**src/rtl/efd_pkg.sv**
```systemverilog
//------------------------------------------------------------------------------
// efd_pkg
// Shared constants, types and helpers of the escaped frame deframer.
//------------------------------------------------------------------------------
`default_nettype none

package efd_pkg;

    // payload store depth and its address width
    localparam int MAX_PAYLOAD = 64;
    localparam int PAYLOAD_AW  = (MAX_PAYLOAD > 1) ? $clog2(MAX_PAYLOAD) : 1;

    // field widths fixed by the frame format
    localparam int BYTE_W = 8;
    localparam int CMD_W  = 16;
    localparam int LEN_W  = 7;

    localparam logic [LEN_W-1:0] MAX_PAYLOAD_LEN = LEN_W'(MAX_PAYLOAD);
    localparam logic [LEN_W-1:0] MAX_LENGTH_RST  = 7'd64;

    // special bytes of the link
    localparam logic [BYTE_W-1:0] HEAD_BYTE = 8'hAA;
    localparam logic [BYTE_W-1:0] ESC_BYTE  = 8'hAB;
    localparam logic [BYTE_W-1:0] ESC_HEAD  = 8'h01;
    localparam logic [BYTE_W-1:0] ESC_ESC   = 8'h02;

    // commands from the controller to the datapath
    typedef struct packed {
        logic take;        // byte accepted, remember it as previous byte
        logic head;        // head byte, restart checksum and store pointer
        logic body;        // unescaped body byte, fold into checksum
        logic ld_cmd_hi;
        logic ld_cmd_lo;
        logic ld_len_hi;
        logic ld_len_lo;
        logic wr_payload;  // write payload byte to the store
        logic start_run;   // rewind the read pointer for the output run
        logic load_out;    // load one result into the output register
    } t_dp_cmd;

    // status from the datapath to the controller
    typedef struct packed {
        logic rx_head;
        logic rx_esc;
        logic len_bad;     // length above the effective limit
        logic len_zero;
        logic rem_one;     // current payload byte is the final one
        logic xor_ok;      // checksum ends at zero with this byte
        logic out_free;    // output register can take a result
        logic run_last;    // next result closes the run
    } t_dp_status;

    // resolve an escape pair
    function automatic logic [BYTE_W-1:0] unescape(
        input logic [BYTE_W-1:0] prev,
        input logic [BYTE_W-1:0] now
    );
        logic [BYTE_W-1:0] v;
        v = now;
        if (prev == ESC_BYTE && now == ESC_HEAD) begin
            v = HEAD_BYTE;
        end else if (prev == ESC_BYTE && now == ESC_ESC) begin
            v = ESC_BYTE;
        end
        return v;
    endfunction

endpackage

`default_nettype wire

```
**src/rtl/efd_dp.sv**
```systemverilog
//------------------------------------------------------------------------------
// efd_dp
// Datapath: unescape, checksum, header fields, payload store, output register.
//------------------------------------------------------------------------------
`default_nettype none

module efd_dp import efd_pkg::*; (
    input  wire               i_clk,
    input  wire               i_rst_n,
    input  wire  [BYTE_W-1:0] i_rx_byte,
    input  wire               i_cfg_valid,
    input  wire  [LEN_W-1:0]  i_cfg_max_length,
    input  t_dp_cmd           i_cmd,
    output t_dp_status        o_status,
    input  wire               i_out_ready,
    output logic              o_out_valid,
    output logic [CMD_W-1:0]  o_command,
    output logic [LEN_W-1:0]  o_payload_length,
    output logic [BYTE_W-1:0] o_data_byte,
    output logic              o_data_valid,
    output logic              o_last
);

    logic [BYTE_W-1:0] r_prev;
    logic [BYTE_W-1:0] r_xor;
    logic [CMD_W-1:0]  r_cmd;
    logic [BYTE_W-1:0] r_len_hi;
    logic [LEN_W-1:0]  r_len;
    logic [LEN_W-1:0]  r_rem;
    logic [LEN_W-1:0]  r_widx;
    logic [LEN_W-1:0]  r_ridx;
    logic [LEN_W-1:0]  r_max_len;
    logic [BYTE_W-1:0] r_mem [MAX_PAYLOAD];

    logic              r_out_valid;
    logic [CMD_W-1:0]  r_out_cmd;
    logic [LEN_W-1:0]  r_out_len;
    logic [BYTE_W-1:0] r_out_byte;
    logic              r_out_dv;
    logic              r_out_last;

    logic [BYTE_W-1:0] v;
    logic [LEN_W-1:0]  limit;
    logic [15:0]       len_full;

    // unescaped byte and length checks
    assign v        = unescape(r_prev, i_rx_byte);
    assign limit    = (r_max_len > MAX_PAYLOAD_LEN) ? MAX_PAYLOAD_LEN : r_max_len;
    assign len_full = {r_len_hi, v};

    assign o_status.rx_head  = (i_rx_byte == HEAD_BYTE);
    assign o_status.rx_esc   = (i_rx_byte == ESC_BYTE);
    assign o_status.len_bad  = (len_full > {9'd0, limit});
    assign o_status.len_zero = (len_full == 16'd0);
    assign o_status.rem_one  = (r_rem == LEN_W'(1));
    assign o_status.xor_ok   = ((r_xor ^ v) == '0);
    assign o_status.out_free = !r_out_valid || i_out_ready;
    assign o_status.run_last = (r_len == '0) || (r_ridx == r_len - LEN_W'(1));

    // configuration register
    always_ff @(posedge i_clk) begin
        if (!i_rst_n) begin
            r_max_len <= MAX_LENGTH_RST;
        end else if (i_cfg_valid) begin
            r_max_len <= i_cfg_max_length;
        end
    end

    // parser registers
    always_ff @(posedge i_clk) begin
        if (!i_rst_n) begin
            r_prev   <= '0;
            r_xor    <= '0;
            r_cmd    <= '0;
            r_len_hi <= '0;
            r_len    <= '0;
            r_rem    <= '0;
            r_widx   <= '0;
            r_ridx   <= '0;
        end else begin
            if (i_cmd.take) begin
                r_prev <= i_rx_byte;
            end
            if (i_cmd.head) begin
                r_xor  <= HEAD_BYTE;
                r_widx <= '0;
            end
            if (i_cmd.body) begin
                r_xor <= r_xor ^ v;
            end
            if (i_cmd.ld_cmd_hi) begin
                r_cmd[15:8] <= v;
            end
            if (i_cmd.ld_cmd_lo) begin
                r_cmd[7:0] <= v;
            end
            if (i_cmd.ld_len_hi) begin
                r_len_hi <= v;
            end
            // an accepted length fits in the low bits of its low byte
            if (i_cmd.ld_len_lo) begin
                r_len <= v[LEN_W-1:0];
                r_rem <= v[LEN_W-1:0];
            end
            if (i_cmd.wr_payload) begin
                r_widx <= r_widx + LEN_W'(1);
                r_rem  <= r_rem - LEN_W'(1);
            end
            if (i_cmd.start_run) begin
                r_ridx <= '0;
            end else if (i_cmd.load_out) begin
                r_ridx <= r_ridx + LEN_W'(1);
            end
        end
    end

    // payload store
    always_ff @(posedge i_clk) begin
        if (i_cmd.wr_payload) begin
            r_mem[r_widx[PAYLOAD_AW-1:0]] <= v;
        end
    end

    // output register, read port of the store feeds it directly
    always_ff @(posedge i_clk) begin
        if (i_cmd.load_out) begin
            r_out_cmd  <= r_cmd;
            r_out_len  <= r_len;
            r_out_byte <= r_mem[r_ridx[PAYLOAD_AW-1:0]];
            r_out_dv   <= (r_len != '0);
            r_out_last <= o_status.run_last;
        end
    end

    always_ff @(posedge i_clk) begin
        if (!i_rst_n) begin
            r_out_valid <= 1'b0;
        end else if (i_cmd.load_out) begin
            r_out_valid <= 1'b1;
        end else if (i_out_ready) begin
            r_out_valid <= 1'b0;
        end
    end

    assign o_out_valid      = r_out_valid;
    assign o_command        = r_out_cmd;
    assign o_payload_length = r_out_len;
    assign o_data_byte      = r_out_dv ? r_out_byte : '0;
    assign o_data_valid     = r_out_dv;
    assign o_last           = r_out_last;

endmodule

`default_nettype wire

```
**config.mk**
```make
export PLATFORM = sky130hd
export DESIGN_NAME = efd_dp
export DESIGN_NICKNAME = d
export VERILOG_FILES = /design/src/rtl/efd_pkg.sv /design/src/rtl/efd_dp.sv
export SDC_FILE = /design/constraint.sdc
export NUM_CORES = 1
export LEC_CHECK = 0
export BUFFER_PORTS_ARGS = -buffer_cell sky130_fd_sc_hd__buf_2
export CORE_ASPECT_RATIO = 0.9
export CORE_MARGIN = 2
export CORE_UTILIZATION = 50
export CTS_CLUSTER_SIZE = 8
export DETAILED_ROUTE_END_ITERATION = 12
export GPL_TIMING_DRIVEN = 0
export PLACE_DENSITY = 0.73
export SKIP_LAST_GASP = 1
export SLEW_MARGIN = 20
export SYNTH_ARGS = -nofsm -noshare
export SYNTH_HDL_FRONTEND = slang
export SYNTH_SLANG_ARGS = --single-unit
```
**constraint.sdc**
```tcl
create_clock -name i_clk -period 3.4 [get_ports i_clk]
set_clock_uncertainty 0.05 [all_clocks]
set_input_delay 0.17 -clock i_clk [delete_from_list [all_inputs] [get_ports i_clk]]
set_output_delay 0.17 -clock i_clk [all_outputs]
set_load 0.05 [all_outputs]
```
# Yosys cells after proc, flatten, opt, wreduce, memory -nomap -nowiden

Memories as Yosys holds them, arrays and structs flattened. A register that Yosys moved wholly into a read port is not among the register bits.
Cells that the tools add are included.

Register bits: 101
RAM bits: 512
Input bits: 29
Output and inout port bits: 42
Word-level logic and storage cells: 59
Memories kept: 1

Memories:

| name  | depth | bits a word | rd ports | clocked after memory_dff | wr ports | line         | source |
|---|---|---|---|---|---|---|---|
| r_mem | 64    | 8           | 1        | 1                        | 1        | efd_dp.sv:33 | `logic [BYTE_W-1:0] r_mem [MAX_PAYLOAD];` |

Add/subtract/negate cells: 4
Order comparisons: 2
Equality and inequality tests: 7
Muxes and demuxes: 14
Bitwise operators: 2
Reductions and logical operators: 14

Operators by type and width:

| cell                | number |
|---|---|
| $mux 8              | 5 |
| $mux 7              | 5 |
| $eq 8x8->1 const B  | 3 |
| $gt 16x7->1         | 1 |
| $logic_not 16->1    | 1 |
| $add 7x1->7 const B | 2 |
| $sub 7x1->7 const B | 2 |
| $eq 8x1->1 const B  | 1 |
| $eq 8x2->1 const B  | 1 |
| $logic_not 8->1     | 1 |
| $reduce_bool 2->1   | 4 |
| $xor 8x8->8         | 1 |
| $eq 7x1->1 const B  | 1 |
| $eq 7x7->1          | 1 |
| $gt 7x7->1 const B  | 1 |
| $logic_not 7->1     | 1 |
| $reduce_bool 7->1   | 1 |
| $mux 1              | 4 |
| $logic_and 1x1->1   | 2 |
| $logic_or 1x1->1    | 2 |
| $reduce_or 2->1     | 1 |
| $logic_not 1->1     | 1 |
| $not 1->1           | 1 |

# Longest topological paths before layout

Gate-level depths: netlist of run 1.

Word-level depth: 6
Depth in mapped cells: 12

# Worst setup path before layout of run 1

OpenSTA, ideal clock, no wires.

Path kind: register to output
From: register r_prev[4]
To: output o_status[5] (netlist bit)
Arrival: 3,310 ps
Required time: 3,180 ps
Path slack: -130 ps
Cell stages (with the launch flop): 11
Path buffers: 1
Cells stage by stage: dfxtp_1 -> and4bb_2 -> and4_4 -> and3_1 -> buf_2 -> nor2_1 -> inv_1 -> ha_1 -> nand3_1 -> o21a_1 -> o21bai_1

RTL lines:

| item                     | line         | source |
|---|---|---|
| start: declaration       | efd_dp.sv:24 | `logic [BYTE_W-1:0] r_prev;` |
| start signal: assignment | efd_dp.sv:82 | `r_prev <= i_rx_byte;` |
| end: declaration         | efd_dp.sv:14 | `output t_dp_status o_status,` |

==> results.toml, run 1 <==
[timing]
setup-violations-final = 0
finalHoldViolCount = 0
slew_headroom_pct = 28.5
fmax_mhz = 301
fin_crit_ns = 3.32
fin_hold_ws_ns = 0.0327
tightest_slew_ns = 1.07
setup_tns_ns = 0
rsz0062_at_grt = "yes"
layout_worst_path_cycle_share_pct = 97.7
setup_slack_ns = 0.0788
report.final.slew_viol_count = 0

[die]
core_mm2 = 0.0490
start_util_pct = 50.6
die_w_um = 239
fp-row-count = 77
fp.dieH_um = 215
num_io_pins = 71
dieArea_mm2 = 0.0514

[synthesis]
syn_area_per_cell_um2 = 17.3
syn-num-nets = 1476
syn_area_mm2 = 0.0248
yosysMostFrequentCell = "edfxtp_1"
yosysWarnings = 0
synthMuxAreaShare_pct = 13.3
synth_common_cells = "545 x edfxtp_1, 100 x mux4_2, 96 x nor2_1"
ys_ff_latch = 620
yosys.area_share.simple_pct = 6.26
synth_largest_area_cell = "edfxtp_1"
ys_seq_area_share_pct = 72.0
post-synth-top-area-fraction_pct = 65.9
syn_inst = 1435
synth_fa_ha_area_share_pct = 0.605
synth_cell_type_count = 67
async_reset_ff_share_pct = 0
synth_edf_count = 545
synth_top_family_by_area = "multiplexers"
synth.area.top_cells = "edfxtp_1 66%, mux4_2 9.1%, dfxtp_1 6.0%"
synth_xor_area_share_pct = 0.741
synth_ff_type = "edfxtp_1"
synth_compound_area_share_pct = 4.94

[placement]
pre_cts_ws_ns = -0.0628
port_buffers = 63
post-dp-hpwl_mm = 38.7
place.gp.congestion = 0.863

[detailed_routing]
ant_nets = 0
totalWireLength_mm = 60.5
vias_per_cell = 6.22
vias = 14300
drt_iter0_drc = 1962
dr.pass1.iters = 8
drc = 0
post_drt_wl_per_cell_um = 26.3

[critical_path]
critPathKind = "flop to flop"
critical_path_required_ns = 3.65
cp-end-kind = "flop"
cp-start-kind = "flop"
crit_fanout = 10
critPathArrivalTime_ns = 3.57

[power]
p_per_area_mw_per_mm2 = 596
leakage_nw = 9.45
vdd_drop_max_mv = 0.374

[clocking]
clock-root-buffer = "clkbuf_16"
clock_sinks = 620
clockBufferDepth = 3
clk_latency_ns = 0.61
htreeDepth = 3
cts_made_buffers = 87
clkTransAtPathRegs_ns = 0.05
cts_tree = "done"

[global_routing]
use_met3_pct = 5.55
use_met2_pct = 35.6
antenna_found_initial = 0
grt_overflow = 0
use_met1_pct = 34.8
grt_pass1_vias = 14000
grt_pass1_wl_mm = 89.8
grt_start_max_net_pins = 67
top_usage_layer = "met2"
grt_usage_pct = 23.9

[cells_and_area]
area_growth_pct = 16.2
n_antenna_cell = 0
drive_gt1_share_pct = 20.2
fin_nets = 1656
fillers = 3519

[job]
maxCapViolCount = 0

[outcome]
status = "finished, final reports clean"

[min_path]
min_path_type = "input pin to flop"
stage by stage:
step | instances | power, mW | util (%) | cell area, um2
after floorplan | 1435 | 9.11 | - | 24800
after global placement | 2130 | 9.35 | 52.9 | 25900
after detailed placement | 2135 | 9.38 | 53.1 | 26100
after CTS | 2297 | 17.2 | 58.7 | 28800
after global routing | 2300 | 17.6 | 58.8 | 28800
final | 2300 | 17.2 | 58.8 | 28800
worst max-delay path: stages, from the launching register on:
cell       delay [ns]
dfxtp_1          0.35
buf_2            0.30
clkbuf_1         0.71
mux4_2           0.41
mux2_2           0.31
a211oi_1         0.70
o2bb2ai_1        0.18
flip-flops by register name, indices dropped and copies added, names as in the netlist:
signal            flops
r_len                 7
r_mem               512
r_max_len             7
r_len_hi              8
r_out_byte            8
r_xor                 8
o_data_valid          1
o_payload_length      7
r_prev                8
r_cmd                16
r_ridx                7
o_out_valid           1
o_last                1
r_widx                6
o_command            16
r_rem                 7
where the power goes:
part	switching (mW)	internal (mW)	total (mW)
Combinational	0.552	0.286	0.838
Clock	3.04	4.87	7.91
Sequential	0.0511	8.39	8.44
layout make-up:
cell class,instances,area (um2),area share [%]
Clock buffer,138,2410,8.36
Inverter,17,83.8,0.291
Sequential cell,620,17900,62.0
Tap cell,632,791,2.74
Multi-Input combinational cell,710,6450,22.4
Timing Repair Buffer,93,676,2.34
Buffer,86,487,1.69
Clock inverter,4,71.3,0.247
layer usage:
layer / vias to the layer above / part of all wire [%]
met4: 0 / 3.3
li1: 6041 / -
met3: 150 / 11
met5: - / 0
met1: 7298 / 40
met2: 811 / 46
placed cells by master (no fill, tap or decap), types with 7 or more instances in the layout:
cell type / n
edfxtp_1: 545
mux4_2: 100
nor2_1: 95
clkbuf_1: 92
clkbuf_16: 89
buf_2: 75
dfxtp_1: 75
mux2i_1: 72
nand2_1: 64
nor2b_1: 52
a21oi_1: 34
o21ai_0: 25
dlygate4sd3_1: 20
nor3_1: 19
a211oi_1: 17
o22ai_1: 17
o211a_1: 17
nand3_1: 16
and2_1: 15
buf_4: 13
buf_6: 13
inv_1: 12
ha_1: 12
xor2_1: 11
a22oi_1: 11
or3_1: 10
xnor2_1: 10
o221ai_1: 9
nand2b_1: 9
mux2_2: 8
mux4_1: 8
nand4_1: 7
cell families after synthesis:
logic type                 after synthesis
DFF                                    620
and+or+nand+nor                        315
muxes                                  189
AOI/OAI and AO/OA                      173
buffers and inverters                  105
xor gates and xnor gates                21
adders and majority gates               12
path summary, 6_finish.rpt:
path	startpoint	to	slack (ns)	cells after the start
setup reg to reg	r_ridx[2]$_SDFFE_PP0P_	r_out_byte[1]$_DFFE_PP_	0.08	6
setup / recovery	r_ridx[2]$_SDFFE_PP0P_	r_out_byte[1]$_DFFE_PP_	0.08	6
hold / removal	i_rx_byte[1]	r_prev[1]$_SDFFE_PN0P_	0.03	3
hold reg to reg	r_cmd[0]$_SDFFE_PN0P_	o_command[0]$_DFFE_PP_	0.38	0
what timing repair did:
item | in CTS | in global routing
endpoints found under the hold margin | 26 | 0
endpoints found under the setup margin | 5 | 4
setup buffers | 1 | 4
pin swaps | 1 | 2
hold buffers | 20 | 0
resized for setup | 11 | 6
Power figures use the tool's default switching activity.
==> run 2, diff against run 1 <==
--- a/config.mk
+++ b/config.mk
@@ -12,9 +12,8 @@
 export CTS_CLUSTER_SIZE = 8
 export DETAILED_ROUTE_END_ITERATION = 12
 export GPL_TIMING_DRIVEN = 0
-export PLACE_DENSITY = 0.73
+export PLACE_DENSITY = 0.69
 export SKIP_LAST_GASP = 1
-export SLEW_MARGIN = 20
 export SYNTH_ARGS = -nofsm -noshare
 export SYNTH_HDL_FRONTEND = slang
 export SYNTH_SLANG_ARGS = --single-unit
==> results.toml, run 2 (synthesis gave the netlist of run 1 again) <==
[die]
dieArea_mm2 = 0.0514
die_w_um = 239
start_util_pct = 50.6
fp-row-count = 77
num_io_pins = 71
core_mm2 = 0.0490
fp.dieH_um = 215

[min_path]
min_path_type = "input pin to flop"
min-delay-start = "i_cfg_valid"

[critical_path]
rrSetupSlack_ns = 0.30
reg2reg_depth = 6
crit_fanout = 7
cp-start-kind = "flop"
reg2reg_to = "r_out_byte[5]$_DFFE_PP_"
r2r_start = "r_ridx[2]$_SDFFE_PP0P_"
critical_path_required_ns = 3.18
startpoint = "r_prev[4]$_SDFFE_PN0P_"
endpoint = "o_status[2]"
cp-end-kind = "primary output"
critPathArrivalTime_ns = 3.14
critPathKind = "flop to primary output"

[clocking]
htreeDepth = 3
clkTransAtPathRegs_ns = 0.05
clock_sinks = 620
clockBufferDepth = 3
cts_made_buffers = 87
clock-root-buffer = "clkbuf_16"
clk_latency_ns = 0.62
cts_tree = "done"

[timing]
setup-violations-final = 0
slew_headroom_pct = 15.9
fmax_mhz = 297
report.final.slew_viol_count = 0
rsz0062_at_grt = "yes"
finalHoldViolCount = 0
tightest_slew_ns = 1.25
layout_worst_path_cycle_share_pct = 98.9
setup_slack_ns = 0.0385
fin_crit_ns = 3.36

[global_routing]
grt_usage_pct = 24.6
antenna_found_initial = 1
grt_pass1_wl_mm = 91.6
grt_pass1_vias = 14100
grt_start_max_net_pins = 67
grt_overflow = 0

[detailed_routing]
vias_per_cell = 6.19
vias = 14200
drc = 0
post_drt_wl_per_cell_um = 27.2
drt_iter0_drc = 1700
totalWireLength_mm = 62.5
dr.pass1.iters = 6
ant_nets = 0

[power]
p_per_area_mw_per_mm2 = 593
leakage_nw = 9.47
vdd_drop_max_mv = 0.393
p_total_mw = 17.1

[cells_and_area]
drive_gt1_share_pct = 21.0
layout_commonest_cell = "edfxtp_1"
area_growth_pct = 16.2
fin_util_pct = 58.8
largest_reg_flops = 512
n_antenna_cell = 0
layout_common_cells = "545 x edfxtp_1, 100 x mux4_2, 94 x nor2_1"
fin_nets = 1667

[placement]
post-dp-hpwl_mm = 40.6
pre_cts_ws_ns = -0.187
port_buffers = 63
place.gp.congestion = 0.923

[outcome]
status = "finished, final reports clean"

[job]
maxCapViolCount = 0
==> run 2: worst min path at each step <==
stage	endpoint	depth (start not counted)
6_report	r_max_len[2]$_SDFFE_PN0P_	3
5_1_grt	r_max_len[1]$_SDFFE_PN0P_	3
4_1_cts	r_max_len[2]$_SDFFE_PN0P_	3
3_5_place_dp	r_max_len[6]$_SDFFE_PN1P_	3
3_3_place_gp	r_max_len[6]$_SDFFE_PN1P_	3
2_1_floorplan	o_command[0]$_DFFE_PP_	0
==> run 2: worst max-delay path, stage by stage (launching register included) <==
cell	delay, ns
dfxtp_1	0.33
and4bb_2	0.25
and4_4	0.19
and3_1	0.17
buf_2	0.17
nor2_4	0.26
buf_4	0.25
xnor2_1	0.08
nor4_1	0.47
buf_2	0.37
==> run 2: where the power goes <==
group / total (mW) / leakage (nW) / switching [mW] / internal, mW
Clock: 7.79 / 1.17 / 3.00 / 4.79
Combinational: 0.864 / 2.75 / 0.571 / 0.293
Sequential: 8.45 / 5.56 / 0.0555 / 8.39
==> run 2: area by class of cell <==
class,count,area [um2]
buffer,86,479
clock buffer,121,2350
clock inverter,5,65.1
fill,3611,20200
inverter,17,88.8
multi-input combinational,710,6450
sequential,620,17900
tap,632,791
timing repair buffer,101,743
timing repair inverter,3,23.8
==> run 2: layer usage <==
layer	GRT usage, %	part of all wire, %	vias to the layer above
met2	36.6	45	775
met4	9.19	3.5	0
met5	0	0	-
met1	35.7	41	7205
li1	-	-	6064
met3	5.78	9.9	151
==> run 2: what timing repair did <==
| action | 4_1_cts | 5_1_grt |
|---|---|---|
| endpoints found under the setup margin | 2 | 3 |
| hold endpoints to repair | 27 | 0 |
| pin swaps | 3 | 2 |
| buffers inserted | 4 | 6 |
| gates cloned | 1 | 2 |
| hold buffers | 21 | 0 |
| resized for setup | 13 | 6 |
==> run 2: per-stage QoR <==
stage / setup TNS [ns] / cells / instance area (um2) / hold slack [ns]
floorplan: 0 / 1435 / 24800 / 0.232
global placement: -3.89 / 2130 / 25900 / 0.350
detailed placement: -0.187 / 2137 / 26100 / 0.359
CTS: -0.0165 / 2287 / 28800 / 0.0148
global route: -0.0283 / 2295 / 28900 / 0.0554
finish: 0 / 2295 / 28900 / 0.0331
==> run 3, diff against run 2 <==
--- a/config.mk
+++ b/config.mk
@@ -13,6 +13,7 @@
 export DETAILED_ROUTE_END_ITERATION = 12
 export GPL_TIMING_DRIVEN = 0
 export PLACE_DENSITY = 0.69
+export RECOVER_POWER = 50
 export SKIP_LAST_GASP = 1
 export SYNTH_ARGS = -nofsm -noshare
 export SYNTH_HDL_FRONTEND = slang
==> results.toml, run 3 (synthesis gave the netlist of run 1 again) <==
[cells_and_area]
largest_reg_flops = 512
fin_nets = 1667
layout_common_cells = "545 x edfxtp_1, 134 x clkbuf_1, 100 x mux4_2"
fin_util_pct = 58.4
fillers = 3654
stdcell_area_mm2 = 0.0287
drive_gt1_share_pct = 17.2
n_antenna_cell = 0
area_growth_pct = 15.5
layout_commonest_cell = "edfxtp_1"

[clocking]
clockBufferDepth = 3
clkTransAtPathRegs_ns = 0.05
clk_latency_ns = 0.62
clock-root-buffer = "clkbuf_16"
cts_made_buffers = 87
htreeDepth = 3
cts_tree = "done"
clock_sinks = 620

[critical_path]
critical_path_required_ns = 3.18
crit_fanout = 7
cp-start-kind = "flop"
cp-end-kind = "primary output"
critPathArrivalTime_ns = 3.12
reg2reg_depth = 8
critPathKind = "flop to primary output"

[detailed_routing]
drc = 0
dr.pass1.iters = 5
totalWireLength_mm = 62.7
vias_per_cell = 6.21
vias = 14300
drt_iter0_drc = 1875
post_drt_wl_per_cell_um = 27.3
ant_nets = 0

[timing]
setup_slack_ns = 0.0594
fmax_mhz = 299
slew_headroom_pct = -43.0
layout_worst_path_cycle_share_pct = 98.3
report.final.slew_viol_count = 182
rsz0062_at_grt = "yes"
fin_crit_ns = 3.34
finalHoldViolCount = 0
tightest_slew_ns = 2.15
setup_tns_ns = 0
setup-violations-final = 0

[die]
dieArea_mm2 = 0.0514
die_w_um = 239
num_io_pins = 71
start_util_pct = 50.6
fp.dieH_um = 215
core_mm2 = 0.0490
fp-row-count = 77

[outcome]
failed_checks = "capacitance limit, slew limit"
status = "finished, violations left"

[global_routing]
antenna_found_initial = 1
grt_pass1_wl_mm = 91.6
grt_start_max_net_pins = 67
grt_pass1_vias = 14100
grt_usage_pct = 24.6
grt_overflow = 0

[job]
maxCapViolCount = 5

[min_path]
min_path_type = "input pin to flop"
whs_path_depth = 3

[placement]
post-dp-hpwl_mm = 40.6
placed_area_mm2 = 0.0261
port_buffers = 63
place.gp.congestion = 0.923
pre_cts_ws_ns = -0.187

[power]
p_per_area_mw_per_mm2 = 596
vdd_drop_max_mv = 0.393
leakage_nw = 9.25
-- run 3: metal layers --
layer  GRT usage (%)  up-vias  wire [um]
met5               0        -          0
met2            36.6      757      28500
met4            9.19        0       2270
met1            35.7     7293      26000
met3            5.78      145       6020
li1                -     6055          -
-- run 3: final timing paths --
path                                        startpoint                         to  slack, ns
worst max-delay path            r_prev[4]$_SDFFE_PN0P_                o_status[2]       0.06
worst max register to register  r_prev[4]$_SDFFE_PN0P_     r_mem[16][5]$_DFFE_PP_       0.06
worst min-delay path                       i_cfg_valid  r_max_len[2]$_SDFFE_PN0P_       0.03
worst min register to register  r_cmd[10]$_SDFFE_PN0P_    o_command[10]$_DFFE_PP_       0.37
-- run 3: layout make-up --
| type | count | area [um2] | area share [%] |
|---|---|---|---|
| Buffer | 86 | 475 | 1.66 |
| Timing Repair inverter | 3 | 13.8 | 0.0480 |
| Clock inverter | 5 | 65.1 | 0.227 |
| Sequential cell | 620 | 17900 | 62.3 |
| Multi-Input combinational cell | 710 | 6430 | 22.4 |
| Tap cell | 632 | 791 | 2.76 |
| Timing Repair Buffer | 101 | 578 | 2.02 |
| Clock buffer | 121 | 2350 | 8.19 |
| Inverter | 17 | 88.8 | 0.310 |
-- run 3: critical path, stage by stage, from the launching register on --
cell and delay, ns:
dfxtp_1 0.33, and4bb_2 0.25, and4_4 0.18, and3_1 0.17, buf_2 0.17, nor2_4 0.26, buf_4 0.25, xnor2_1 0.08
nor4_1 0.45, buf_2 0.36
-- run 3: per-stage QoR --
| step | total power, mW | instances | hold WS, ns |
|---|---|---|---|
| final | 17.1 | 2295 | 0.0347 |
| after global routing | 17.6 | 2295 | 0.0554 |
| after CTS | 17.2 | 2287 | 0.0148 |
| after detailed placement | 9.40 | 2137 | 0.359 |
| after global placement | 9.36 | 2130 | 0.350 |
| after floorplan | 9.11 | 1435 | 0.232 |
-- run 3: power by group --
group	leakage, nW	switching (mW)	internal, mW
Combinational	2.53	0.570	0.266
Clock	1.17	3.02	4.79
Sequential	5.56	0.0558	8.40
-- run 3: what timing repair did --
item	CTS	global route
gates resized for setup	13	6
buffers inserted	4	6
hold buffers	21	0
endpoints found under the hold margin	27	0
pin swaps	3	2
cloned	1	2
endpoints found under the setup margin	2	3
