`src/rtl/efd_pkg.sv`:
```
//------------------------------------------------------------------------------
// efd_pkg
// Shared constants, types and helpers of the escaped frame deframer.
//------------------------------------------------------------------------------
`default_nettype none

package efd_pkg;

    // payload store depth and its address width
    localparam int MAX_PAYLOAD = 64;
    localparam int PAYLOAD_AW  = (MAX_PAYLOAD > 1) ? $clog2(MAX_PAYLOAD) : 1;

    // field widths fixed by the frame format
    localparam int BYTE_W = 8;
    localparam int CMD_W  = 16;
    localparam int LEN_W  = 7;

    localparam logic [LEN_W-1:0] MAX_PAYLOAD_LEN = LEN_W'(MAX_PAYLOAD);
    localparam logic [LEN_W-1:0] MAX_LENGTH_RST  = 7'd64;

    // special bytes of the link
    localparam logic [BYTE_W-1:0] HEAD_BYTE = 8'hAA;
    localparam logic [BYTE_W-1:0] ESC_BYTE  = 8'hAB;
    localparam logic [BYTE_W-1:0] ESC_HEAD  = 8'h01;
    localparam logic [BYTE_W-1:0] ESC_ESC   = 8'h02;

    // commands from the controller to the datapath
    typedef struct packed {
        logic take;        // byte accepted, remember it as previous byte
        logic head;        // head byte, restart checksum and store pointer
        logic body;        // unescaped body byte, fold into checksum
        logic ld_cmd_hi;
        logic ld_cmd_lo;
        logic ld_len_hi;
        logic ld_len_lo;
        logic wr_payload;  // write payload byte to the store
        logic start_run;   // rewind the read pointer for the output run
        logic load_out;    // load one result into the output register
    } t_dp_cmd;

    // status from the datapath to the controller
    typedef struct packed {
        logic rx_head;
        logic rx_esc;
        logic len_bad;     // length above the effective limit
        logic len_zero;
        logic rem_one;     // current payload byte is the final one
        logic xor_ok;      // checksum ends at zero with this byte
        logic out_free;    // output register can take a result
        logic run_last;    // next result closes the run
    } t_dp_status;

    // resolve an escape pair
    function automatic logic [BYTE_W-1:0] unescape(
        input logic [BYTE_W-1:0] prev,
        input logic [BYTE_W-1:0] now
    );
        logic [BYTE_W-1:0] v;
        v = now;
        if (prev == ESC_BYTE && now == ESC_HEAD) begin
            v = HEAD_BYTE;
        end else if (prev == ESC_BYTE && now == ESC_ESC) begin
            v = ESC_BYTE;
        end
        return v;
    endfunction

endpackage

`default_nettype wire

```
`src/rtl/efd_ctrl.sv`:
```
//------------------------------------------------------------------------------
// efd_ctrl
// Parser and run controller: walks the frame fields and drives the datapath.
//------------------------------------------------------------------------------
`default_nettype none

module efd_ctrl import efd_pkg::*; (
    input  wire        i_clk,
    input  wire        i_rst_n,
    input  wire        i_rx_valid,
    output logic       o_rx_ready,
    input  t_dp_status i_status,
    output t_dp_cmd    o_cmd
);

    typedef enum logic [2:0] {
        S_IDLE,
        S_CMD_HI,
        S_CMD_LO,
        S_LEN_HI,
        S_LEN_LO,
        S_PAYLOAD,
        S_CHECK,
        S_EMIT
    } t_state;

    t_state r_state;
    t_state n_state;
    logic   rx_fire;

    // no bytes are taken while a run is read out of the store
    assign o_rx_ready = (r_state != S_EMIT);
    assign rx_fire    = i_rx_valid && o_rx_ready;

    // next state and datapath commands
    always_comb begin
        n_state = r_state;
        o_cmd   = '0;
        if (r_state == S_EMIT) begin
            if (i_status.out_free) begin
                o_cmd.load_out = 1'b1;
                if (i_status.run_last) begin
                    n_state = S_IDLE;
                end
            end
        end else if (rx_fire) begin
            o_cmd.take = 1'b1;
            if (i_status.rx_head) begin
                o_cmd.head = 1'b1;
                n_state    = S_CMD_HI;
            end else if (r_state != S_IDLE && !i_status.rx_esc) begin
                o_cmd.body = 1'b1;
                unique case (r_state)
                    S_CMD_HI: begin
                        o_cmd.ld_cmd_hi = 1'b1;
                        n_state         = S_CMD_LO;
                    end
                    S_CMD_LO: begin
                        o_cmd.ld_cmd_lo = 1'b1;
                        n_state         = S_LEN_HI;
                    end
                    S_LEN_HI: begin
                        o_cmd.ld_len_hi = 1'b1;
                        n_state         = S_LEN_LO;
                    end
                    S_LEN_LO: begin
                        o_cmd.ld_len_lo = 1'b1;
                        priority if (i_status.len_bad) begin
                            n_state = S_IDLE;
                        end else if (i_status.len_zero) begin
                            n_state = S_CHECK;
                        end else begin
                            n_state = S_PAYLOAD;
                        end
                    end
                    S_PAYLOAD: begin
                        o_cmd.wr_payload = 1'b1;
                        if (i_status.rem_one) begin
                            n_state = S_CHECK;
                        end
                    end
                    S_CHECK: begin
                        if (i_status.xor_ok) begin
                            o_cmd.start_run = 1'b1;
                            n_state         = S_EMIT;
                        end else begin
                            n_state = S_IDLE;
                        end
                    end
                    default: begin
                        n_state = S_IDLE;
                    end
                endcase
            end
        end
    end

    // state register
    always_ff @(posedge i_clk) begin
        if (!i_rst_n) begin
            r_state <= S_IDLE;
        end else begin
            r_state <= n_state;
        end
    end

endmodule

`default_nettype wire

```
`config.mk`:
```
export PLATFORM = sky130hd
export DESIGN_NAME = efd_ctrl
export DESIGN_NICKNAME = d
export VERILOG_FILES = /design/src/rtl/efd_pkg.sv /design/src/rtl/efd_ctrl.sv
export SDC_FILE = /design/constraint.sdc
export NUM_CORES = 1
export LEC_CHECK = 0
export ABC_AREA = 1
export ABC_CLOCK_PERIOD_IN_PS = 2600
export BUFFER_PORTS_ARGS = -buffer_cell sky130_fd_sc_hd__buf_2
export CAP_MARGIN = 40
export CORE_AREA = 2 2 39 41
export CTS_CLUSTER_SIZE = 30
export DETAILED_ROUTE_END_ITERATION = 7
export DIE_AREA = 0 0 41 43
export PLACE_DENSITY = 0.57
export SLEW_MARGIN = 0
export SYNTH_ARGS = -nofsm -noshare
export SYNTH_HDL_FRONTEND = slang
export SYNTH_SLANG_ARGS = --single-unit
```
`constraint.sdc`:
```
create_clock -name i_clk -period 2.6 [get_ports i_clk]
set_input_delay 0.13 -clock i_clk [delete_from_list [all_inputs] [get_ports i_clk]]
set_output_delay 0.13 -clock i_clk [all_outputs]
set_load 0.01 [all_outputs]
```
* Word level (Yosys, flattened, before mapping) *
Cells that the tools add are included.

storage, ports and cells
  output and inout bits = 11
  bits in registers = 3
  input port bits = 11

cells by class
  muxes and demuxes = 25
  eq/ne operators = 11
  reductions and logical operators = 7

operators by type and width
  operator                                       number
  2-to-1 mux 3 bit                               9
  2-to-1 mux 9 bit                               2
  one-hot mux 3 bit (6 select lines)             1
  2-to-1 mux 7 bit                               2
  == test 3 bit, second input constant           4
  2-to-1 mux 1 bit                               10
  == test 3 x 2 -> 1 bit, second input constant  2
  nonzero test 3 bit                             2
  AND reduction 5 bit                            1
  inequality test 2 bit, second input constant   2
  inequality test 4 bit, second input constant   1
  == test 3 x 1 -> 1 bit, second input constant  1
  inequality test 3 bit, second input constant   1
  logical AND 1 bit                              2
  2-to-1 mux 2 bit                               1
  nonzero test 2 bit                             1
  logical NOT 1 bit                              1

* Depth between registers and ports, before layout *
Gate-level depths: netlist of the first run.

  depth in word-level cells = 7
  mapped depth = 9
  depth with buffers taken out = 9

* Worst setup path before layout of the first run *
Ideal clock, no wire load.

  path kind = flip-flop to output port
  start = reg r_state[2]
  end = out o_cmd[6] (netlist name)
  buffers on the path = 0
  cell stages (with the launch flop) = 7
  setup slack = 1.325 ns
  arrival = 1.145 ns
  path through = dfxtp_1 inv_2 a21oi_2 nand2_2 nor2_2 inv_2 nor3_2

RTL lines
  item                    line             source
  start, declared         efd_ctrl.sv:27   t_state r_state;
  start signal, assigned  efd_ctrl.sv:103  r_state <= n_state;
  end, declared           efd_ctrl.sv:13   output t_dp_cmd o_cmd

==> results of run 1 <==
## synthesized netlist by cell type
cell type	number	area [sq um]
nand4_1	1	6.260
nand3b_1	1	7.510
nand2_2	3	18.77
nor2_1	21	78.83
dfxtp_1	3	60.06
nor3_2	1	10.01
o211ai_1	1	7.510
inv_2	3	11.26
nand3_1	3	15.01
nand3_2	1	10.01
nand2_1	15	56.30
a21oi_2	1	8.760
inv_1	7	26.28
o21ai_0	1	5.000
nor2_2	1	6.260
a21oi_1	1	5.000
## layout make-up
type                       count  share of cell area [%]
inverter                      10                   7.752
sequential                     3                   12.40
tap                           16                   4.134
clock buffer                   4                   5.426
timing repair buffer          21                   21.71
multi-input combinational     51                   48.58
## power breakdown
part	switching, mW	total, mW	internal (mW)	leakage, nW
registers	0.00928	0.0607	0.0515	0.0248
logic	0.0385	0.0627	0.0242	0.248
clock network	0.0237	0.0812	0.0575	0.0150
## placed cells by master (no fill, tap or decap), types with 3 or more instances in the layout
cell type  count
dfxtp_1        3
inv_2          3
nand2_1       15
nand3_1        3
clkbuf_4       3
nand2_2        3
nor2_1        21
buf_2         21
inv_1          7
## critical path: cells and delay by family (launching register included)
kind | cells | cell delay, ns
AO/OA/AOI/OAI | 1 | 0.16
buffers and inverters | 3 | 0.32
flip-flops | 1 | 0.47
AND/OR/NAND/NOR | 3 | 0.26
## cell families after synthesis
family,count (synthesis),synth area share (%)
and+or+nand+nor,47,62.78
AOI/OAI and AO/OA,4,7.893
buffers and inverters,10,11.28
DFF,3,18.05
## routing by layer
metal	part of all wire (%)	global-route usage (%)	vias to the layer above
li1	-	-	247
met4	0	6.000	0
met5	0	0	-
met1	44	13.10	174
met2	46	16.25	17
met3	9.1	4.712	0
## worst max-delay path by stage
stage          slack [ns]  depth (start not counted)    endpoint  startpoint
2_1_floorplan        1.33                          6    o_cmd[6]  r_state[2]
6_report             1.02                          7    o_cmd[6]  r_state[2]
5_1_grt              0.90                          7    o_cmd[6]  r_state[2]
4_1_cts               1.0                          7    o_cmd[6]  r_state[2]
3_3_place_gp         1.29                          9  r_state[2]  r_state[2]
3_5_place_dp         1.26                          7    o_cmd[6]  r_state[2]
## metrics by stage
stage	hold WS, ns	setup WS, ns	instances	power [mW]	instance area (sq um)
CTS	0.1384	0.9977	105	0.2085	484.2
global placement	0.3845	1.288	101	0.1248	457.9
detailed placement	0.3862	1.255	101	0.1241	457.9
floorplan	0.2504	1.325	64	0.1027	332.8
global route	0.1397	0.9028	105	0.2246	484.2
finish	0.1405	1.017	105	0.2046	484.2
==> key figures, run 1 <==
Status
  – Status: finished clean

Logic synthesis
  – Syn_nets: between 70 and 80
  – Register area share after synthesis: a little under a fifth
  – Mapped cell area: between 300 and 400 sq um
  – Synth Register Bits: 3
  – Synthesized instance count: 64
  – Post-Synthesis Mean Instance Area: between 5 and 6 sq um
  – Ys Warns: 0
  – Yosys cell types: 16

Clocking
  – Worst-case clock buffer depth: 2
  – Setup bufs post-CTS: 0
  – CTS tree: yes
  – CTS Sinks: 3
  – Reg clk slew, reported paths: about 0.040 ns
  – H-tree levels: 1
  – CTS root buffer: clkbuf_4
  – Post_cts resized: 0
  – # hold bufs at CTS: 0
  – Clock Latency Late Sink: roughly 0.23 ns
  – TritonCTS Buffers: 3

Final layout
  – # fillers: roughly 160
  – Top reg by flops: r_state
  – Seq. cell area: approximately 60 sq um
  – Multi-input combinational cell area: roughly 240 sq um
  – Largest registers: r_state (3)
  – Area delta synth->final: 45.49%
  – Ant. Diodes: 0
  – Fin nets: 101
  – Share of layout cells above drive strength 1: about two fifths
  – Largest register FFs: 3
  – Fin util: a little over a third

Power and ir drop
  – Pwr dens: between 400 and 500 mW/mm^2
  – Peak VDD IR: 0.0003019 V
  – Pleak: 0.2878 nW

Min path
  – HP Class: primary input to flip-flop
  – Worst Hold Endpoint: r_state[2]
  – Hold-critical path depth: 3
  – HP Start: i_rst_n

GRT
  – Pin count of the biggest net entering global routing: 8
  – First-pass GRT wire length: 1331 microns
  – Vias in the first global route: between 300 and 400
  – Antenna violations before repair: 0
  – Total track usage: about 11%
  – GRT overflow: 0

Detailed routing
  – Final ANT Viol Nets: 0
  – Vias: between 400 and 500
  – Drt wl/cell: around 8.7 microns
  – Residual DRC: 0
  – Via density: 4.171
  – Starting DRT DRC Count: 5
  – DR pass1 iterations: 4
  – Final WL: around 920 microns

Setup path
  – Crit-path cells: inv_2 -> a21oi_2 -> nand2_2 -> nor2_2 -> inv_2 -> nor3_2 -> buf_2
  – Crit end category: output pin
  – Critical path data arrival time: 1.45 ns
  – Highest-delay cell along the critical path: dfxtp_1
  – Crit path kind: flip-flop to output pin
  – FF-to-FF path depth: 9
  – Max FO, Critical Path: 7
  – Crit path largest cell delay: roughly 0.47 ns
  – R2r setup slk: 1.31 ns
  – R2R Path End: r_state[0]
  – Most common cell on crit path: inv_2
  – Required @ worst endpoint: approximately 2.5 ns
  – FF-to-FF Start: r_state[2]
  – CP Launch Type: flip-flop

Timing
  – Total Negative Setup Slacks: 0 ns
  – RSZ-0062 raised after global routing: no
  – Fmax: approximately 0.63 GHz
  – Final Hold Fails: 0
  – Worst Tran Pin Value: 0.2798 ns
  – Tcrit/Tclk final: between 60 and 70%
  – Worst rel slew slack: between 80% and 90%
  – Final-report setup violation count: 0
  – Max Slew Vio Count: 0
  – Clk_skew: roughly 0.0045 ns
  – Tmin final: ~1.6 ns

Floorplanning
  – Core area: between 0.001 and 0.0015 sq mm
  – DIE HEIGHT: approximately 43 microns
  – Row cnt: 14
  – I/O pin count: 22
  – Die W: between 40 and 50 microns
  – Initial core utilization: 24.05%
  – Die area: 0.001763 sq mm

Place
  – Placer Congestion: slightly above 0.8
  – HPWL Detailed: around 740 microns
  – Input/output buffers: 21

Flow run
  – Max-Cap Viols: 0
Power figures use the tool's default switching activity.
==> run 2, diff against run 1 <==
--- a/config.mk
+++ b/config.mk
@@ -6,7 +6,7 @@
 export NUM_CORES = 1
 export LEC_CHECK = 0
 export ABC_AREA = 1
-export ABC_CLOCK_PERIOD_IN_PS = 2600
+export ABC_CLOCK_PERIOD_IN_PS = 1500
 export BUFFER_PORTS_ARGS = -buffer_cell sky130_fd_sc_hd__buf_2
 export CAP_MARGIN = 40
 export CORE_AREA = 2 2 39 41
==> constraint.sdc (replaced) <==
create_clock -name i_clk -period 1.5 [get_ports i_clk]
set_input_delay 0.075 -clock i_clk [delete_from_list [all_inputs] [get_ports i_clk]]
set_output_delay 0.075 -clock i_clk [all_outputs]
set_load 0.01 [all_outputs]
==> run 2 against run 1 <==
Against the previous run: critical endpoint unchanged; flip-flop and latch count is the same; via count up 1.6%; highest routed layer unchanged; first-iteration DRC count did not move.
==> key figures, run 2 (synthesis results as in run 1) <==
Final layout
  – Largest register FFs: 3 (unchanged)
  – Share of layout cells above drive strength 1: 41.57% (+3.4 points)
  – Fin nets: 101 (unchanged)
  – Top reg by flops: r_state
  – Largest registers: r_state (3)
  – Ant. Diodes: 0 (unchanged)
  – Most frequent cells in the layout: 21 x nor2_1, 21 x buf_2, 15 x nand2_1
  – Area delta synth->final: 48.12%

Clocking
  – CTS root buffer: clkbuf_4
  – TritonCTS Buffers: 3 (unchanged)
  – CTS Sinks: 3 (unchanged)
  – Clock Latency Late Sink: 0.23 ns (about the same)
  – H-tree levels: 1 (unchanged)
  – CTS tree: yes
  – Worst-case clock buffer depth: 2 (unchanged)
  – Reg clk slew, reported paths: 0.04 ns (about the same)
  – # hold bufs at CTS: 0 (unchanged)

Setup path
  – CP Buf/Inv Count: 3 (unchanged)
  – Critical path data arrival time: 1.33 ns (-0.12 ns)
  – Required @ worst endpoint: 1.42 ns (-1.05 ns)
  – Crit end category: output pin
  – Crit. Startpoint: r_state[2]
  – Max FO, Critical Path: 7 (unchanged)
  – Crit path kind: flip-flop to output pin
  – Family with the most delay on the worst path: flip-flops
  – R2r setup slk: 0.29 ns (-1.02 ns)
  – Highest-delay cell along the critical path: dfxtp_4
  – CP Launch Type: flip-flop
  – R2R Path End: r_state[0]
  – Crit. path cell count: 7 (unchanged)
  – Crit path largest cell delay: 0.38 ns (-0.09 ns)
  – FF-to-FF path depth: 7 (-2)
  – Most common cell on crit path: inv_2
  – FF-to-FF Start: r_state[1]
  – Crit-path cells: inv_2 -> a21oi_2 -> nand2_2 -> nor2_2 -> inv_2 -> nor3_2 -> buf_2

Min path
  – Hold-critical path depth: 3 (unchanged)
  – HP Class: primary input to flip-flop
  – HP Start: i_rst_n
  – Worst Hold Endpoint: r_state[1]

GRT
  – First-pass GRT wire length: 1386 microns (+4.1%)
  – GRT overflow: 0 (unchanged)
  – Vias in the first global route: 364 (+3.4%)
  – Pin count of the biggest net entering global routing: 8 (unchanged)
  – Total track usage: 11.74% (+0.61 points)
  – Antenna violations before repair: 0 (unchanged)

Detailed routing
  – Final ANT Viol Nets: 0 (unchanged)
  – Starting DRT DRC Count: 5 (unchanged)
  – Via density: 4.238 (+1.6%)
  – Residual DRC: 0 (unchanged)
  – Vias: 445 (+1.6%)
  – Drt wl/cell: 9.648 microns (+10%)
  – DR pass1 iterations: 2 (-2)
  – Final WL: 1013 microns (+10%)

Power and ir drop
  – Switching pwr: 0.1270 mW (+78%)
  – Comb power frac: 30.9% (+0.3 points)
  – Pwr dens: 729.9 mW/mm^2 (+73%)
  – Sequential share of power: 29.8% (about the same)
  – Switching Fraction: 35.29% (+0.39 points)
  – Cell Int Power: 0.2328 mW (+75%)
  – Clock share of power: 39.3% (-0.4 points)
  – Total Power: 0.3598 mW (+76%)
  – Pleak: 0.2894 nW (+0.57%)
  – Peak VDD IR: 0.0004528 V (+50%)

Floorplanning
  – Die W: 41 microns (unchanged)
  – I/O pin count: 22 (unchanged)
  – Die area: 0.001763 sq mm (unchanged)
  – DIE HEIGHT: 43 microns (unchanged)
  – Core area: 0.001384 sq mm (unchanged)
  – Initial core utilization: 24.05% (unchanged)
  – Row cnt: 14 (unchanged)

Place
  – Placer Congestion: 0.8208 (+2.0%)
  – Input/output buffers: 21 (unchanged)
  – HPWL Detailed: 765.7 microns (+3.6%)
  – Place WS: 0.2094 ns (-1.046 ns)

Timing
  – Final Hold Fails: 0 (unchanged)
  – Fmax: around 0.71 GHz
  – Final-report setup violation count: 0 (unchanged)
  – Clk_skew: 0.003841 ns (-0.0006694 ns)
  – Worst Tran Pin Value: 0.2289 ns (-0.05090 ns)
  – Tcrit/Tclk final: 93.94%
  – Max Slew Vio Count: 0 (unchanged)
  – Worst rel slew slack: 84.58% (+3.3 points)
  – RSZ-0062 raised after global routing: no
  – Setup ws final: 0.09084 ns (-0.9258 ns)
  – Total Negative Setup Slacks: 0 ns (unchanged)
  – Tmin final: 1.409 ns

Status
  – Status: finished clean

Flow run
  – Max-Cap Viols: 0 (unchanged)
[run 2: layout make-up]
class / instances / area, sq um
Multi-Input combinational cell: 51 / 235.2
Tap cell: 16 / 20.02
Timing Repair Buffer: 21 / 105.1
Fill cell: 163 / 890.9
Sequential cell: 3 / 68.82
Inverter: 10 / 37.54
Clock buffer: 4 / 26.28
[run 2: layer usage]
metal  global-route usage (%)  vias to the layer above  part of all wire, %  wire, microns
met5                        0                        -                    0              0
met3                    5.759                        0                  7.7             78
li1                         -                      246                    -              -
met2                    17.81                       15                   52            526
met1                    12.82                      184                   40            408
met4                    6.000                        0                    0              0
[run 2: worst max-delay path by stage]
stage | to
after floorplan | o_cmd[6]
after global placement | r_state[2]
after detailed placement | o_cmd[6]
after CTS | o_cmd[6]
after global routing | o_cmd[6]
final | o_cmd[6]
[run 2: worst min-delay path: stages]
cell	delay (ns)
buf_2	0.11
nand2_1	0.06
nor2_1	0.03
[run 2: timing repair]
action                     CTS  global route
hold endpoints to repair     0             0
resized for setup            2             3
setup endpoints to repair    6             6
buffers inserted             0             0
[run 2: power groups by stage]
stage	Combinational (mW)	Sequential, mW	Clock (mW)
floorplan	0.0751	0.103	0
global placement	0.110	0.106	0
detailed placement	0.109	0.106	0
CTS	0.110	0.106	0.147
global route	0.125	0.110	0.152
finish	0.111	0.107	0.141
[run 2: stage by stage]
stage	util (%)	hold WS, ns	std cells	cell area, sq um
after floorplan	-	0.1880	64	332.8
after global placement	33.09	0.3283	101	457.9
after detailed placement	33.09	0.3300	101	457.9
after CTS	35.17	0.08290	105	486.7
after global routing	35.62	0.08093	105	493.0
final	35.62	0.07878	105	493.0
==> run 3, diff against run 2 <==
--- a/config.mk
+++ b/config.mk
@@ -5,7 +5,6 @@
 export SDC_FILE = /design/constraint.sdc
 export NUM_CORES = 1
 export LEC_CHECK = 0
-export ABC_AREA = 1
 export ABC_CLOCK_PERIOD_IN_PS = 1500
 export BUFFER_PORTS_ARGS = -buffer_cell sky130_fd_sc_hd__buf_2
 export CAP_MARGIN = 40
@@ -13,7 +12,7 @@
 export CTS_CLUSTER_SIZE = 30
 export DETAILED_ROUTE_END_ITERATION = 7
 export DIE_AREA = 0 0 41 43
-export PLACE_DENSITY = 0.57
+export PLACE_DENSITY = 0.61
 export SLEW_MARGIN = 0
 export SYNTH_ARGS = -nofsm -noshare
 export SYNTH_HDL_FRONTEND = slang
==> run 3 against run 2 <==
Against the previous run: the flow now finishes with violations (negative setup slack); synthesized area is 15% higher; register-to-register slack worse by 0.23 ns; non-clock buffer count is 11 higher; worst setup slack worse by 0.26 ns; via count is 15% higher; core utilization is 12 points higher; clock-buffer cell count stayed put; first-iteration DRC count is 20% higher; synthesized cell count is 20% lower; die area stayed put; flip-flop and latch count stayed put.
==> key figures, run 3 <==
Logic synthesis
  – FFs w/ async S/R, synth: 0% (unchanged)
  – Post-Synthesis Mean Instance Area: 7.483 sq um (+44%)
  – Area contributors post-synth: dfxtp_1 16%, mux2i_1 7.9%, or4_4 5.9%
  – Post-synth EDFFs: 0 (unchanged)
  – Main synth FF type: dfxtp_1
  – Ys Warns: 0 (unchanged)
  – Syn_nets: 62 (-17%)
  – Yosys cell types: 27 (+11)
  – Area fraction of the dominant cell type after synthesis: 15.74% (-7.9 points)
  – Count leader, synth: inv_1
  – Post-synth top cells: 5 x inv_1, 4 x nand2_1, 4 x nor3_1
  – Mapped cell area: 381.6 sq um (+15%)
  – Register area share after synthesis: 15.74% (-2.3 points)
  – Synth Register Bits: 3 (unchanged)
  – Cell taking the most area after synthesis: dfxtp_1
  – Synthesized instance count: 51 (-20%)

Setup path
  – Max FO, Critical Path: 4 (-3)
  – Required @ worst endpoint: 1.42 ns (about the same)
  – R2R Path End: r_state[0]
  – Critical path data arrival time: 1.60 ns (+0.27 ns)
  – CP Launch Type: flip-flop
  – FF-to-FF path depth: 6 (-1)
  – Crit-path cells: nand3_4 -> nand2_2 -> or4_4 -> nor4b_4 -> buf_2
  – Highest-delay cell along the critical path: or4_4
  – Crit. Startpoint: r_state[2]
  – R2r setup slk: 0.06 ns (-0.23 ns)
  – FF-to-FF Start: r_state[2]
  – CP Buf/Inv Count: 1 (-2)
  – Crit end category: output pin
  – Crit path kind: flip-flop to output pin
  – Crit path to: o_cmd[3]
  – Crit path largest cell delay: 0.52 ns (+0.14 ns)
  – Crit. path cell count: 5 (-2)
  – Family with the most delay on the worst path: simple AND/OR/NAND/NOR gates

Final layout
  – Commonest non-fill, non-tap cell in the layout: buf_2
  – Fin nets: 96 (-5.0%)
  – Ant. Diodes: 0 (unchanged)
  – Share of layout cells above drive strength 1: 59.52% (+18 points)
  – Largest registers: r_state (3)
  – Area delta synth->final: 71.15%
  – Fin area: 653.1 sq um (+32%)
  – Multi-input combinational cell area: 320.3 sq um (+36%)
  – Top reg by flops: r_state
  – Seq. cell area: 66.31 sq um (-3.6%)
  – Largest register FFs: 3 (unchanged)
  – # fillers: 151 (-7.4%)
  – Most frequent cells in the layout: 21 x buf_2, 8 x buf_4, 4 x inv_1, 4 x nand2_1

Timing
  – Tmin final: 1.671 ns (+0.2620 ns)
  – RSZ-0062 raised after global routing: yes
  – Worst rel slew slack: 79.89% (-4.7 points)
  – Total Negative Setup Slacks: -0.7465 ns (-0.7465 ns)
  – Fmax: 0.5984 GHz (-16%)
  – Max Slew Vio Count: 0 (unchanged)
  – Clk_skew: 0.0005993 ns (-0.003242 ns)
  – Worst Tran Pin Value: 0.3017 ns (+0.07279 ns)
  – Setup ws final: -0.1712 ns (-0.2620 ns)
  – Final-report setup violation count: 6 (+6)
  – Final Hold Fails: 0 (unchanged)
  – Tcrit/Tclk final: 111.4% (+17 points)

Status
  – Status: finished with violations
  – Failing checks: negative setup slack

Place
  – Input/output buffers: 21 (unchanged)
  – Place WS: 0.01816 ns (-0.1912 ns)
  – Placed Area: 531.8 sq um (+16%)
  – HPWL Detailed: 865.2 microns (+13%)
  – Placer Congestion: 0.7421 (-9.6%)

GRT
  – Total track usage: 14.34% (+2.6 points)
  – First-pass GRT wire length: 1738 microns (+25%)
  – Vias in the first global route: 451 (+24%)
  – Antenna violations before repair: 0 (unchanged)
  – Pin count of the biggest net entering global routing: 9 (+1)
  – GRT overflow: 0 (unchanged)

Clocking
  – CTS tree: yes
  – Clock Latency Late Sink: 0.23 ns (about the same)
  – H-tree levels: 1 (unchanged)
  – Reg clk slew, reported paths: 0.04 ns (about the same)
  – CTS Sinks: 3 (unchanged)
  – CTS root buffer: clkbuf_4
  – TritonCTS Buffers: 3 (unchanged)
  – Worst-case clock buffer depth: 2 (unchanged)

Detailed routing
  – Final ANT Viol Nets: 0 (unchanged)
  – Via density: 5.120 (+21%)
  – Final WL: 1192 microns (+18%)
  – Drt wl/cell: 11.92 microns (+24%)
  – Starting DRT DRC Count: 6 (+1)
  – Residual DRC: 0 (unchanged)
  – Vias: 512 (+15%)
  – DR pass1 iterations: 3 (+1)

Min path
  – Hold-critical path depth: 3 (unchanged)
  – HP Start: i_rst_n
  – HP Class: primary input to flip-flop

Floorplanning
  – Die area: 0.001763 sq mm (unchanged)
  – Row cnt: 14 (unchanged)
  – Initial core utilization: 27.58% (+3.5 points)
  – DIE HEIGHT: 43 microns (unchanged)
  – Core area: 0.001384 sq mm (unchanged)
  – Die W: 41 microns (unchanged)
  – I/O pin count: 22 (unchanged)

Power and ir drop
  – Total Power: 0.2930 mW (-19%)
  – Peak VDD IR: 0.0002793 V (-38%)
  – Pwr dens: 448.6 mW/mm^2 (-39%)
  – Pleak: 0.3161 nW (+9.2%)

Flow run
  – Max-Cap Viols: 0 (unchanged)
-- run 3: cell families after synthesis --
kind of cell | Yosys count | synth area share [%]
multiplexers | 3 | 7.869
AND/OR/NAND/NOR | 29 | 49.51
buffers and inverters | 8 | 10.16
AO/OA/AOI/OAI | 8 | 16.72
flip-flops | 3 | 15.74
-- run 3: timing repair --
item	CTS	global route
hold buffers	0	0
endpoints found under the setup margin	7	10
buffers inserted	4	1
hold endpoints to repair	0	0
gates cloned	0	0
gates resized for setup	5	11
pin swaps	6	4
-- run 3: report_power, final --
part / internal (mW) / switching [mW]
clock network: 0.0996 / 0.0403
logic: 0.0341 / 0.0357
registers: 0.0811 / 0.00215
total: 0.215 / 0.0781
-- run 3: how the worst min path moves through the flow --
| stage | endpoint | slack [ns] |
|---|---|---|
| 6_report | r_state[2] | 0.14 |
| 5_1_grt | r_state[2] | 0.16 |
| 4_1_cts | r_state[2] | 0.13 |
| 3_5_place_dp | r_state[2] | 0.38 |
| 3_3_place_gp | r_state[0] | 0.39 |
| 2_1_floorplan | r_state[1] | 0.22 |
-- run 3: layer usage --
| layer | GRT usage (%) | wire length (microns) | vias to the layer above |
|---|---|---|---|
| li1 | - | - | 250 |
| met1 | 16.35 | 477 | 249 |
| met2 | 23.13 | 652 | 13 |
| met3 | 3.141 | 61 | 0 |
| met4 | 8.000 | 0 | 0 |
| met5 | 0 | 0 | - |
-- run 3: metrics by stage --
stage | instances | util, % | hold WS [ns]
after CTS | 99 | 42.95 | 0.1317
after global routing | 100 | 47.20 | 0.1584
final | 100 | 47.20 | 0.1388
after floorplan | 51 | - | 0.2241
after detailed placement | 91 | 38.43 | 0.3821
after global placement | 91 | 38.43 | 0.3867
-- run 3: worst register-to-register path, stage by stage, from the launching register on --
cell      delay (ns)
dfxtp_2         0.35
buf_6           0.12
buf_6           0.10
or3b_4          0.37
a211oi_2        0.18
o211ai_1        0.10
mux2i_1         0.14
-- run 3: cell type report --
cell class / instances / share of cell area, %
inverter: 5 / 3.257
tap: 16 / 3.065
sequential: 3 / 10.15
multi-input combinational: 40 / 49.04
clock buffer: 4 / 4.023
timing repair buffer: 32 / 30.46
